[config.mk]
export PLATFORM = sky130hd
export DESIGN_NAME = sorted_timer_queue_unit_flat
export DESIGN_NICKNAME = d
export VERILOG_FILES = /design/src/hw/rtl/stq_pkg.sv /design/src/hw/rtl/stq_if.sv /design/src/hw/rtl/stq_dp.sv /design/src/hw/rtl/stq_ctrl.sv /design/src/hw/rtl/sorted_timer_queue_unit.sv /design/src/flat_wrapper.sv
export VERILOG_INCLUDE_DIRS = /design/src /design/src/hw/rtl
export SDC_FILE = /design/constraint.sdc
export NUM_CORES = 2
export LEC_CHECK = 0
export BUFFER_PORTS_ARGS = -buffer_cell sky130_fd_sc_hd__buf_4
export CORE_MARGIN = 10
export CORE_UTILIZATION = 60
export CTS_BUF_LIST = sky130_fd_sc_hd__clkbuf_2
export DETAILED_ROUTE_END_ITERATION = 16
export GPL_TIMING_DRIVEN = 0
export PLACE_DENSITY = 0.77
export SYNTH_ARGS = -nofsm -noshare
export SYNTH_HDL_FRONTEND = slang
export SYNTH_SLANG_ARGS = --single-unit
[constraint.sdc]
create_clock -name clk -period 10.65 [get_ports clk]
set_input_delay 2.6625 -clock clk [delete_from_list [all_inputs] [get_ports clk]]
set_output_delay 2.6625 -clock clk [all_outputs]
set_load 0.005 [all_outputs]
[src/hw/rtl/assert_macros.svh]
// assertion macros for the timer queue rtl
// depends on nothing; checks compile away when SYNTHESIS is defined
`ifndef ASSERT_MACROS_SVH
`define ASSERT_MACROS_SVH
`ifndef SYNTHESIS
// clocked check, quiet while reset is held
`define STQ_ASSERT(label, clk, rstn, prop) \
  label: assert property (@(posedge clk) disable iff (!rstn) prop) \
    else $error("timer queue check failed");
// clocked check that also runs through reset
`define STQ_ASSERT_NR(label, clk, prop) \
  label: assert property (@(posedge clk) prop) \
    else $error("timer queue reset check failed");
`else
`define STQ_ASSERT(label, clk, rstn, prop)
`define STQ_ASSERT_NR(label, clk, prop)
`endif
`endif

[src/hw/rtl/stq_pkg.sv]
// shared types and constants for the sorted timer queue
// depends on nothing; used by stq_dp, stq_ctrl and sorted_timer_queue_unit
`default_nettype none

package stq_pkg;

  // sizing
  localparam int CAPACITY    = 16;
  localparam int TIME_WIDTH  = 32;
  localparam int NUM_IDS     = 16;
  localparam int ID_W        = 4;
  localparam int PORT_TIME_W = 32;
  localparam int QUEUE_LIMIT = (CAPACITY < NUM_IDS) ? CAPACITY : NUM_IDS;
  localparam int CNT_W       = $clog2(QUEUE_LIMIT + 1);

  typedef logic [TIME_WIDTH-1:0] stq_time_t;
  typedef logic [ID_W-1:0]       stq_id_t;

  // request codes
  typedef enum logic [1:0] {
    REQ_ADD    = 2'd0,
    REQ_ADJUST = 2'd1,
    REQ_REMOVE = 2'd2,
    REQ_TICK   = 2'd3
  } stq_req_t;

  // status codes
  typedef enum logic [1:0] {
    STAT_OK         = 2'd0,
    STAT_EXISTS     = 2'd1,
    STAT_NOT_ACTIVE = 2'd2
  } stq_status_t;

  // controller states
  typedef enum logic [1:0] {
    S_IDLE,
    S_CHECK,
    S_INSERT,
    S_TICK
  } stq_state_t;

  // controller to datapath
  typedef struct packed {
    logic        load;
    logic        insert;
    logic        mask_all;
    logic        delete_id;
    logic        pop;
    logic        set_active;
    logic        clr_active;
    logic        emit;
    stq_status_t status;
    logic        exp_valid;
    logic        last;
  } stq_cmd_t;

  // datapath to controller
  typedef struct packed {
    stq_req_t req;
    logic     active;
    logic     full;
    logic     head_due;
    logic     next_due;
    logic     out_free;
  } stq_stat_t;

endpackage

`default_nettype wire

[src/hw/rtl/stq_if.sv]
// valid/ready channel interfaces for request and result of the timer queue
// depends on nothing
`default_nettype none

interface stq_in_if;
  logic        valid;
  logic        ready;
  logic [1:0]  req_type;
  logic [3:0]  timer_id;
  logic [31:0] expire_time;
  logic [31:0] now_time;

  modport source (output valid, req_type, timer_id, expire_time, now_time, input ready);
  modport sink   (input valid, req_type, timer_id, expire_time, now_time, output ready);
endinterface

interface stq_out_if;
  logic       valid;
  logic       ready;
  logic [1:0] status;
  logic       expired_valid;
  logic [3:0] expired_id;
  logic       last;

  modport source (output valid, status, expired_valid, expired_id, last, input ready);
  modport sink   (input valid, status, expired_valid, expired_id, last, output ready);
endinterface

`default_nettype wire

[src/hw/rtl/stq_dp.sv]
// datapath of the timer queue: sorted cell chain, active flags, result register
// depends on stq_pkg and assert_macros.svh
`default_nettype none
`include "assert_macros.svh"

module stq_dp (
  input  logic                  clk,
  input  logic                  rst_n,
  input  stq_pkg::stq_cmd_t     cmd,
  output stq_pkg::stq_stat_t    stat,
  input  logic [1:0]            in_req_type,
  input  logic [3:0]            in_timer_id,
  input  logic [31:0]           in_expire_time,
  input  logic [31:0]           in_now_time,
  output logic                  out_valid,
  input  logic                  out_ready,
  output logic [1:0]            out_status,
  output logic                  out_expired_valid,
  output logic [3:0]            out_expired_id,
  output logic                  out_last
);
  import stq_pkg::*;

  localparam int NCELL = QUEUE_LIMIT;

  // request registers
  stq_req_t  req_r;
  stq_id_t   tid_r;
  stq_time_t t_r;
  stq_time_t now_r;

  // cell chain, sorted by expiry, valid cells packed from cell 0
  stq_id_t    id_r   [NCELL];
  stq_id_t    id_nxt [NCELL];
  stq_time_t  exp_r  [NCELL];
  stq_time_t  exp_nxt[NCELL];
  logic [NCELL-1:0] vld_r, vld_nxt;
  logic [NCELL-1:0] from_mask_r, from_mask_nxt;
  logic [CNT_W-1:0] count_r, count_nxt;
  logic [NUM_IDS-1:0] act_r, act_nxt;

  // result register
  logic        out_vld_r;
  stq_status_t status_r;
  logic        xv_r;
  stq_id_t     xid_r;
  logic        last_r;
  logic        out_free;

  // per-cell decisions
  logic [NCELL-1:0] match, lt_old, after, ge, take, shift, ins_mask;
  logic             sort_ok;
  logic             packed_ok;
  logic             flags_ok;

  // latch request
  always_ff @(posedge clk) begin
    if (cmd.load) begin
      req_r <= stq_req_t'(in_req_type);
      tid_r <= in_timer_id;
      t_r   <= TIME_WIDTH'(in_expire_time);
      now_r <= TIME_WIDTH'(in_now_time);
    end
  end

  // local compares of every cell
  always_comb begin
    ins_mask = cmd.mask_all ? {NCELL{1'b1}} : from_mask_r;
    for (int i = 0; i < NCELL; i++) begin
      match[i]  = vld_r[i] && (id_r[i] == tid_r);
      lt_old[i] = match[i] && (t_r < exp_r[i]);
      ge[i]     = (!vld_r[i] || (exp_r[i] >= t_r)) && ins_mask[i];
    end
    for (int i = 0; i < NCELL; i++) begin
      after[i] = |(match & ({NCELL{1'b1}} >> (NCELL - 1 - i)));
    end
    take[0]  = ge[0];
    shift[0] = 1'b0;
    for (int i = 1; i < NCELL; i++) begin
      take[i]  = ge[i] && !ge[i-1];
      shift[i] = ge[i] && ge[i-1];
    end
  end

  // next cell contents: insert opens a gap, delete or pop closes one
  always_comb begin
    id_nxt        = id_r;
    exp_nxt       = exp_r;
    vld_nxt       = vld_r;
    from_mask_nxt = from_mask_r;
    count_nxt     = count_r;
    if (cmd.insert) begin
      count_nxt = count_r + CNT_W'(1);
      if (take[0]) begin
        id_nxt[0]  = tid_r;
        exp_nxt[0] = t_r;
        vld_nxt[0] = 1'b1;
      end
      for (int i = 1; i < NCELL; i++) begin
        if (take[i]) begin
          id_nxt[i]  = tid_r;
          exp_nxt[i] = t_r;
          vld_nxt[i] = 1'b1;
        end else if (shift[i]) begin
          id_nxt[i]  = id_r[i-1];
          exp_nxt[i] = exp_r[i-1];
          vld_nxt[i] = vld_r[i-1];
        end
      end
    end else if (cmd.delete_id || cmd.pop) begin
      count_nxt = count_r - CNT_W'(1);
      for (int i = 0; i < NCELL - 1; i++) begin
        if (cmd.pop || after[i]) begin
          id_nxt[i]  = id_r[i+1];
          exp_nxt[i] = exp_r[i+1];
          vld_nxt[i] = vld_r[i+1];
        end
      end
      if (cmd.pop || after[NCELL-1]) begin
        vld_nxt[NCELL-1] = 1'b0;
      end
      // an earlier expiry reinserts from the head, a later one from the gap
      if (cmd.delete_id) begin
        from_mask_nxt = (|lt_old) ? {NCELL{1'b1}} : after;
      end
    end
  end

  // active flags per id
  always_comb begin
    act_nxt = act_r;
    if (cmd.set_active) act_nxt[tid_r] = 1'b1;
    if (cmd.clr_active) act_nxt[tid_r] = 1'b0;
    if (cmd.pop)        act_nxt[id_r[0]] = 1'b0;
  end

  // cell and flag registers
  always_ff @(posedge clk) begin
    id_r        <= id_nxt;
    exp_r       <= exp_nxt;
    from_mask_r <= from_mask_nxt;
    if (!rst_n) begin
      vld_r   <= '0;
      count_r <= '0;
      act_r   <= '0;
    end else begin
      vld_r   <= vld_nxt;
      count_r <= count_nxt;
      act_r   <= act_nxt;
    end
  end

  // result register
  assign out_free = !out_vld_r || out_ready;

  always_ff @(posedge clk) begin
    if (!rst_n) begin
      out_vld_r <= 1'b0;
    end else if (cmd.emit) begin
      out_vld_r <= 1'b1;
    end else if (out_ready) begin
      out_vld_r <= 1'b0;
    end
  end

  always_ff @(posedge clk) begin
    if (cmd.emit) begin
      status_r <= cmd.status;
      xv_r     <= cmd.exp_valid;
      xid_r    <= cmd.exp_valid ? id_r[0] : '0;
      last_r   <= cmd.last;
    end
  end

  assign out_valid         = out_vld_r;
  assign out_status        = status_r;
  assign out_expired_valid = xv_r;
  assign out_expired_id    = xid_r;
  assign out_last          = last_r;

  // status to controller
  always_comb begin
    stat.req      = req_r;
    stat.active   = act_r[tid_r];
    stat.full     = count_r >= CNT_W'(NCELL);
    stat.head_due = vld_r[0] && (now_r >= exp_r[0]);
    stat.next_due = vld_r[1] && (now_r >= exp_r[1]);
    stat.out_free = out_free;
  end

  // chain order check
  always_comb begin
    sort_ok = 1'b1;
    for (int i = 0; i < NCELL - 1; i++) begin
      if (vld_r[i] && vld_r[i+1] && (exp_r[i] > exp_r[i+1])) sort_ok = 1'b0;
    end
  end

  // valid cells packed from cell 0 and matching the count
  assign packed_ok = ((vld_r & (vld_r + NCELL'(1))) == '0) &&
                     ($countones(vld_r) == int'(count_r));

  // one timer may sit unlinked while an adjust reinserts it
  assign flags_ok = ($countones(act_r) == int'(count_r)) ||
                    ($countones(act_r) == int'(count_r) + 1);

  `STQ_ASSERT(a_sorted, clk, rst_n, sort_ok)
  `STQ_ASSERT(a_packed, clk, rst_n, packed_ok)
  `STQ_ASSERT(a_emit_free, clk, rst_n, cmd.emit |-> out_free)
  `STQ_ASSERT(a_flags_count, clk, rst_n, flags_ok)
  `STQ_ASSERT_NR(a_reset, clk, !rst_n |=> (!out_vld_r && (vld_r == '0)))

endmodule

`default_nettype wire

[src/hw/rtl/stq_ctrl.sv]
// controller of the timer queue: sequences check, reinsert and tick pops
// depends on stq_pkg
`default_nettype none

module stq_ctrl (
  input  logic                clk,
  input  logic                rst_n,
  input  logic                in_valid,
  output logic                in_ready,
  input  logic [1:0]          in_req_type,
  input  stq_pkg::stq_stat_t  stat,
  output stq_pkg::stq_cmd_t   cmd
);
  import stq_pkg::*;

  stq_state_t state_r, state_nxt;

  // state register
  always_ff @(posedge clk) begin
    if (!rst_n) begin
      state_r <= S_IDLE;
    end else begin
      state_r <= state_nxt;
    end
  end

  // next state
  always_comb begin
    state_nxt = state_r;
    case (state_r)
      S_IDLE: begin
        if (in_valid) begin
          state_nxt = (stq_req_t'(in_req_type) == REQ_TICK) ? S_TICK : S_CHECK;
        end
      end
      S_CHECK: begin
        if (stat.out_free) begin
          state_nxt = (stat.req == REQ_ADJUST && stat.active) ? S_INSERT : S_IDLE;
        end
      end
      S_INSERT: begin
        if (stat.out_free) state_nxt = S_IDLE;
      end
      S_TICK: begin
        if (stat.out_free && (!stat.head_due || !stat.next_due)) state_nxt = S_IDLE;
      end
      default: state_nxt = S_IDLE;
    endcase
  end

  // commands
  always_comb begin
    in_ready   = 1'b0;
    cmd        = '0;
    cmd.status = STAT_OK;
    cmd.last   = 1'b1;
    case (state_r)
      S_IDLE: begin
        in_ready = 1'b1;
        cmd.load = in_valid;
      end
      S_CHECK: begin
        if (stat.out_free) begin
          case (stat.req)
            REQ_ADD: begin
              cmd.emit = 1'b1;
              if (stat.active || stat.full) begin
                cmd.status = STAT_EXISTS;
              end else begin
                cmd.insert     = 1'b1;
                cmd.mask_all   = 1'b1;
                cmd.set_active = 1'b1;
              end
            end
            REQ_ADJUST: begin
              // unlink now, reinsert next cycle
              if (stat.active) begin
                cmd.delete_id = 1'b1;
              end else begin
                cmd.emit   = 1'b1;
                cmd.status = STAT_NOT_ACTIVE;
              end
            end
            REQ_REMOVE: begin
              cmd.emit = 1'b1;
              if (stat.active) begin
                cmd.delete_id  = 1'b1;
                cmd.clr_active = 1'b1;
              end else begin
                cmd.status = STAT_NOT_ACTIVE;
              end
            end
            default: ;
          endcase
        end
      end
      S_INSERT: begin
        if (stat.out_free) begin
          cmd.insert = 1'b1;
          cmd.emit   = 1'b1;
        end
      end
      S_TICK: begin
        // one pop per cycle while the head has expired and the output register is free
        if (stat.out_free) begin
          cmd.emit = 1'b1;
          if (stat.head_due) begin
            cmd.pop       = 1'b1;
            cmd.exp_valid = 1'b1;
            cmd.last      = !stat.next_due;
          end
        end
      end
      default: ;
    endcase
  end

endmodule

`default_nettype wire

[src/hw/rtl/sorted_timer_queue_unit.sv]
// Sorted timer queue: up to 16 timers kept in ascending expiry order.
// Requests arrive on in_req (valid/ready): add, adjust, remove or tick with
// the current time. Results leave on out_rsp (valid/ready): one status for
// add, adjust and remove; for tick one result per expired timer in expiry
// order, or a single empty result, with last set on the final one.
// Flow: add and remove are latched in S_IDLE and their result is written
// from S_CHECK; adjust unlinks in S_CHECK, then reinserts and writes its
// result from S_INSERT; tick writes its results from S_TICK. A new request
// is taken only once the previous one has written its last result into
// the output register, so requests do not overlap; the controller moves
// the sorted cell chain by one insert, delete or pop per cycle while the
// output register is free.
// Reset (rst_n low, synchronous) empties the queue and clears all active
// flags and the output register. When the receiver holds out_rsp.ready low
// the finished result waits in the output register and the controller holds
// the next write, so nothing is lost or repeated.
// depends on stq_pkg, stq_if, stq_ctrl and stq_dp
`default_nettype none

module sorted_timer_queue_unit (
  input  logic       clk,
  input  logic       rst_n,
  stq_in_if.sink     in_req,
  stq_out_if.source  out_rsp
);
  import stq_pkg::*;

  stq_cmd_t  cmd;
  stq_stat_t stat;

  // sequencer
  stq_ctrl u_ctrl (
    .clk         (clk),
    .rst_n       (rst_n),
    .in_valid    (in_req.valid),
    .in_ready    (in_req.ready),
    .in_req_type (in_req.req_type),
    .stat        (stat),
    .cmd         (cmd)
  );

  // cell chain and result register
  stq_dp u_dp (
    .clk               (clk),
    .rst_n             (rst_n),
    .cmd               (cmd),
    .stat              (stat),
    .in_req_type       (in_req.req_type),
    .in_timer_id       (in_req.timer_id),
    .in_expire_time    (in_req.expire_time),
    .in_now_time       (in_req.now_time),
    .out_valid         (out_rsp.valid),
    .out_ready         (out_rsp.ready),
    .out_status        (out_rsp.status),
    .out_expired_valid (out_rsp.expired_valid),
    .out_expired_id    (out_rsp.expired_id),
    .out_last          (out_rsp.last)
  );

endmodule

`default_nettype wire
[src/flat_wrapper.sv]
// flat-port wrapper written by rule: the top's interface ports become plain ports
module sorted_timer_queue_unit_flat import stq_pkg::*;
  (clk, rst_n, in_req_valid, in_req_req_type, in_req_timer_id, in_req_expire_time, in_req_now_time, in_req_ready, out_rsp_valid, out_rsp_status, out_rsp_expired_valid, out_rsp_expired_id, out_rsp_last, out_rsp_ready);
  stq_in_if in_req_i ();
  stq_out_if out_rsp_i ();
  input  logic clk;
  input  logic rst_n;
  input wire logic [$bits(in_req_i.valid)-1:0] in_req_valid;
  input wire logic [$bits(in_req_i.req_type)-1:0] in_req_req_type;
  input wire logic [$bits(in_req_i.timer_id)-1:0] in_req_timer_id;
  input wire logic [$bits(in_req_i.expire_time)-1:0] in_req_expire_time;
  input wire logic [$bits(in_req_i.now_time)-1:0] in_req_now_time;
  output wire logic [$bits(in_req_i.ready)-1:0] in_req_ready;
  output wire logic [$bits(out_rsp_i.valid)-1:0] out_rsp_valid;
  output wire logic [$bits(out_rsp_i.status)-1:0] out_rsp_status;
  output wire logic [$bits(out_rsp_i.expired_valid)-1:0] out_rsp_expired_valid;
  output wire logic [$bits(out_rsp_i.expired_id)-1:0] out_rsp_expired_id;
  output wire logic [$bits(out_rsp_i.last)-1:0] out_rsp_last;
  input wire logic [$bits(out_rsp_i.ready)-1:0] out_rsp_ready;
  assign in_req_i.valid = in_req_valid;
  assign in_req_i.req_type = in_req_req_type;
  assign in_req_i.timer_id = in_req_timer_id;
  assign in_req_i.expire_time = in_req_expire_time;
  assign in_req_i.now_time = in_req_now_time;
  assign in_req_ready = in_req_i.ready;
  assign out_rsp_valid = out_rsp_i.valid;
  assign out_rsp_status = out_rsp_i.status;
  assign out_rsp_expired_valid = out_rsp_i.expired_valid;
  assign out_rsp_expired_id = out_rsp_i.expired_id;
  assign out_rsp_last = out_rsp_i.last;
  assign out_rsp_i.ready = out_rsp_ready;
  sorted_timer_queue_unit u_core (.clk(clk), .rst_n(rst_n), .in_req(in_req_i), .out_rsp(out_rsp_i));
endmodule
==> flow_summary.yaml <==
run_status:
  outcome: "finished with violations"
  violations: "max-capacitance violations, max-slew violations"
place:
  dpl.cell_count: 6079
  globalplace.congestion: 0.978
  placement.io_buffers: 83
  post-dp-hpwl_mm: 122
yosys:
  yosysWarnings: 0
  yosys.area.top_type: "edfxtp_1"
  synth_flop_cell: "edfxtp_1"
  async_reset_ff_share_pct: 0
  synth-edff-count: 670
  synth_cells: 4924
  ys_ff_latch: 710
  avgSynthCellArea_um2: 9.79
  syn_nets: 5586
  synth_area_um2: 48200
  yosys.area.top_type_share_pct: 41.7
  yosys.cell_types.count: 88
  synthTopCellsByArea: "edfxtp_1 (42%), ha_1 (15%), mux2i_1 (6.6%), nand2_1 (6.0%), o21ai_0 (4.8%)"
  synth_seq_area_share_pct: 43.4
routing:
  num_vias: 42500
  wl_mm: 158
  final_antenna_net_count: 0
  drt-initial-drc-count: 5550
  wl_per_cell_um: 24.5
  vias_per_cell: 6.61
  drcViolationCount: 0
  firstDrtPassIters: 6
clocking:
  htreeDepth: 4
  cts_resized: 0
  clock_path_buffers: 3
  cts_sinks: 710
  cts_setup_buffers: 0
  cts_buffers: 191
  worstSkewPairLatency_ns: 1.56
  cts-hold-fix-buffers: 0
  cts_tree: "done"
  clk_pin_slew_ns: 0.11
  root_buffer: "clkbuf_2"
setup_path:
  cp-end-kind: "register"
  start_kind: "register"
  critPathArrivalTime_ns: 7.41
  criticalPathCategory: "register to register"
  cp_max_fo: 22
  worstPathRequired_ns: 11.95
cells_and_area:
  mostFrequentLayoutCells: "nand2_1 (772), edfxtp_1 (670), ha_1 (587)"
  instances_no_fill: 6436
  fill_cells: 6619
  drive_gt1_share_pct: 10.4
  synthToLayoutAreaGrowth_pct: 8.90
  seqCellArea_um2: 20900
  multi_input_comb_area_um2: 25500
  layout_commonest_cell: "nand2_1"
  final_nets: 5884
  utilization_pct: 66.1
die:
  num_rows: 103
  die_w_um: 303
  die_area_um2: 92100
  pin_count: 84
  core_um2: 79400
  start_util_pct: 60.7
  dieHeight_um: 303
power:
  ir_worst_vdd_v: 0.0000970
  leakagePower_uw: 0.0221
  cellPowerDensity_nw_per_um2: 156
timing:
  setup_violations: 0
  worst_slew_pin_slew_ns: 1.50
  slew_headroom_pct: -1.22
  fin_crit_sh_pct: 57.3
  max_freq_mhz: 164
  drv_slew: 4
  clock_skew_ns: 0.160
  min_period_ns: 6.11
  finalSetupTns_ns: 0
  finalHoldViolCount: 0
  rsz0062_at_grt: "no"
hold_path:
  hold_class: "register to register"
global_routing:
  grt-ovfl-total: 0
  grt_pass1_wl_mm: 236
  grtUsageTotal_pct: 33.2
  grt_max_degree: 56
  grt_pass1_vias: 41200
  grt_antenna_before_repair: 2
run:
  drv_cap: 1
## power by group
part	total, uW	internal [uW]	switching [uW]
clock	2060	734	1330
combinational	2460	832	1620
sequential	3660	3450	212
total	8180	5020	3170
## final cells by class
type | count | area share (%)
buffer | 276 | 2.69
sequential | 710 | 39.8
clock inverter | 81 | 0.765
antenna | 6 | 0.0286
clock buffer | 270 | 2.57
inverter | 141 | 1.01
multi-input combinational | 3797 | 48.6
timing repair buffer | 105 | 1.99
tap | 1050 | 2.50
## critical path: stages, from the launching register on
cell      delay (ns)
edfxtp_1        0.33
clkbuf_1        0.62
inv_1           0.70
ha_1            0.55
nand4_1         0.23
nor4_1          1.15
nand2_1         0.11
a21oi_1         0.48
nor3_1          0.19
o221ai_2        0.51
clkbuf_1        0.64
nor2_1          0.10
a21oi_1         0.15
o21ai_1         0.10
## Yosys cell counts (11+ instances only)
cell type,n
a211oi_1,18
a21boi_0,11
a21o_1,37
a21oi_1,443
a221oi_1,21
a31oi_1,13
and2_1,13
buf_2,60
buf_4,13
buf_6,31
clkbuf_1,167
dfxtp_1,40
edfxtp_1,670
ha_1,587
inv_1,140
mux2i_1,318
nand2_1,772
nand2b_1,20
nand3_1,85
nand4_1,129
nor2_1,277
nor2b_1,29
nor3_1,42
nor4_1,46
o211ai_1,29
o21ai_0,459
o21ai_1,197
or3_1,12
xnor2_1,25
xor2_1,44
## stage by stage
stage | power, uW | setup slack (ns) | instance area (um^2) | hold WS, ns
finish | 8180 | 4.54 | 52500 | 0.489
global route | 8560 | 4.47 | 52500 | 0.514
CTS | 8090 | 4.79 | 52500 | 0.489
detailed placement | 6080 | 4.21 | 50700 | 0.476
global placement | 5940 | 1.98 | 50200 | 0.455
floorplan | 5240 | 3.97 | 48200 | 0.448
## per-layer routing
layer,up-vias,part of all wire [%],global-route usage [%]
met5,-,0,0
met4,0,4.4,15.1
met3,469,12,7.74
met2,2719,44,51.2
met1,20300,40,44.2
li1,19100,-,-
## sequential cells by signal, indices dropped and copies added, names as in the netlist
signal                         flops
u_core.u_ctrl.state_r              2
u_core.u_dp.act_r                 16
u_core.u_dp.count_r                5
u_core.u_dp.exp_r                512
u_core.u_dp.from_mask_r           16
u_core.u_dp.id_r                  64
u_core.u_dp.now_r                 32
u_core.u_dp.out_expired_id         4
u_core.u_dp.out_expired_valid      1
u_core.u_dp.out_last               1
u_core.u_dp.out_status             2
u_core.u_dp.out_valid              1
u_core.u_dp.req_r                  2
u_core.u_dp.t_r                   32
u_core.u_dp.tid_r                  4
u_core.u_dp.vld_r                 16
## path summary, 6_finish.rpt
check	from	to	slack (ns)	cells after the start
worst max-delay path	u_core.u_dp.t_r[31]$_DFFE_PP_	u_core.u_dp.exp_r[125]$_DFFE_PP_	4.54	13
worst min-delay path	u_core.u_dp.count_r[3]$_SDFFE_PN0P_	u_core.u_dp.count_r[3]$_SDFFE_PN0P_	0.49	2
worst max register to register	u_core.u_dp.t_r[31]$_DFFE_PP_	u_core.u_dp.exp_r[125]$_DFFE_PP_	4.54	13
worst min register to register	u_core.u_dp.count_r[3]$_SDFFE_PN0P_	u_core.u_dp.count_r[3]$_SDFFE_PN0P_	0.49	2
## cell families after synthesis
group | Yosys count | share of synthesized area (%)
adders and majority gates | 588 | 15.3
muxes | 329 | 6.97
AOI/OAI and AO/OA | 1339 | 15.5
DFF | 710 | 43.4
and+or+nand+nor | 1472 | 13.5
buffers and inverters | 417 | 4.03
xor gates and xnor gates | 69 | 1.25
No activity file was read; power rests on OpenSTA's default activity.
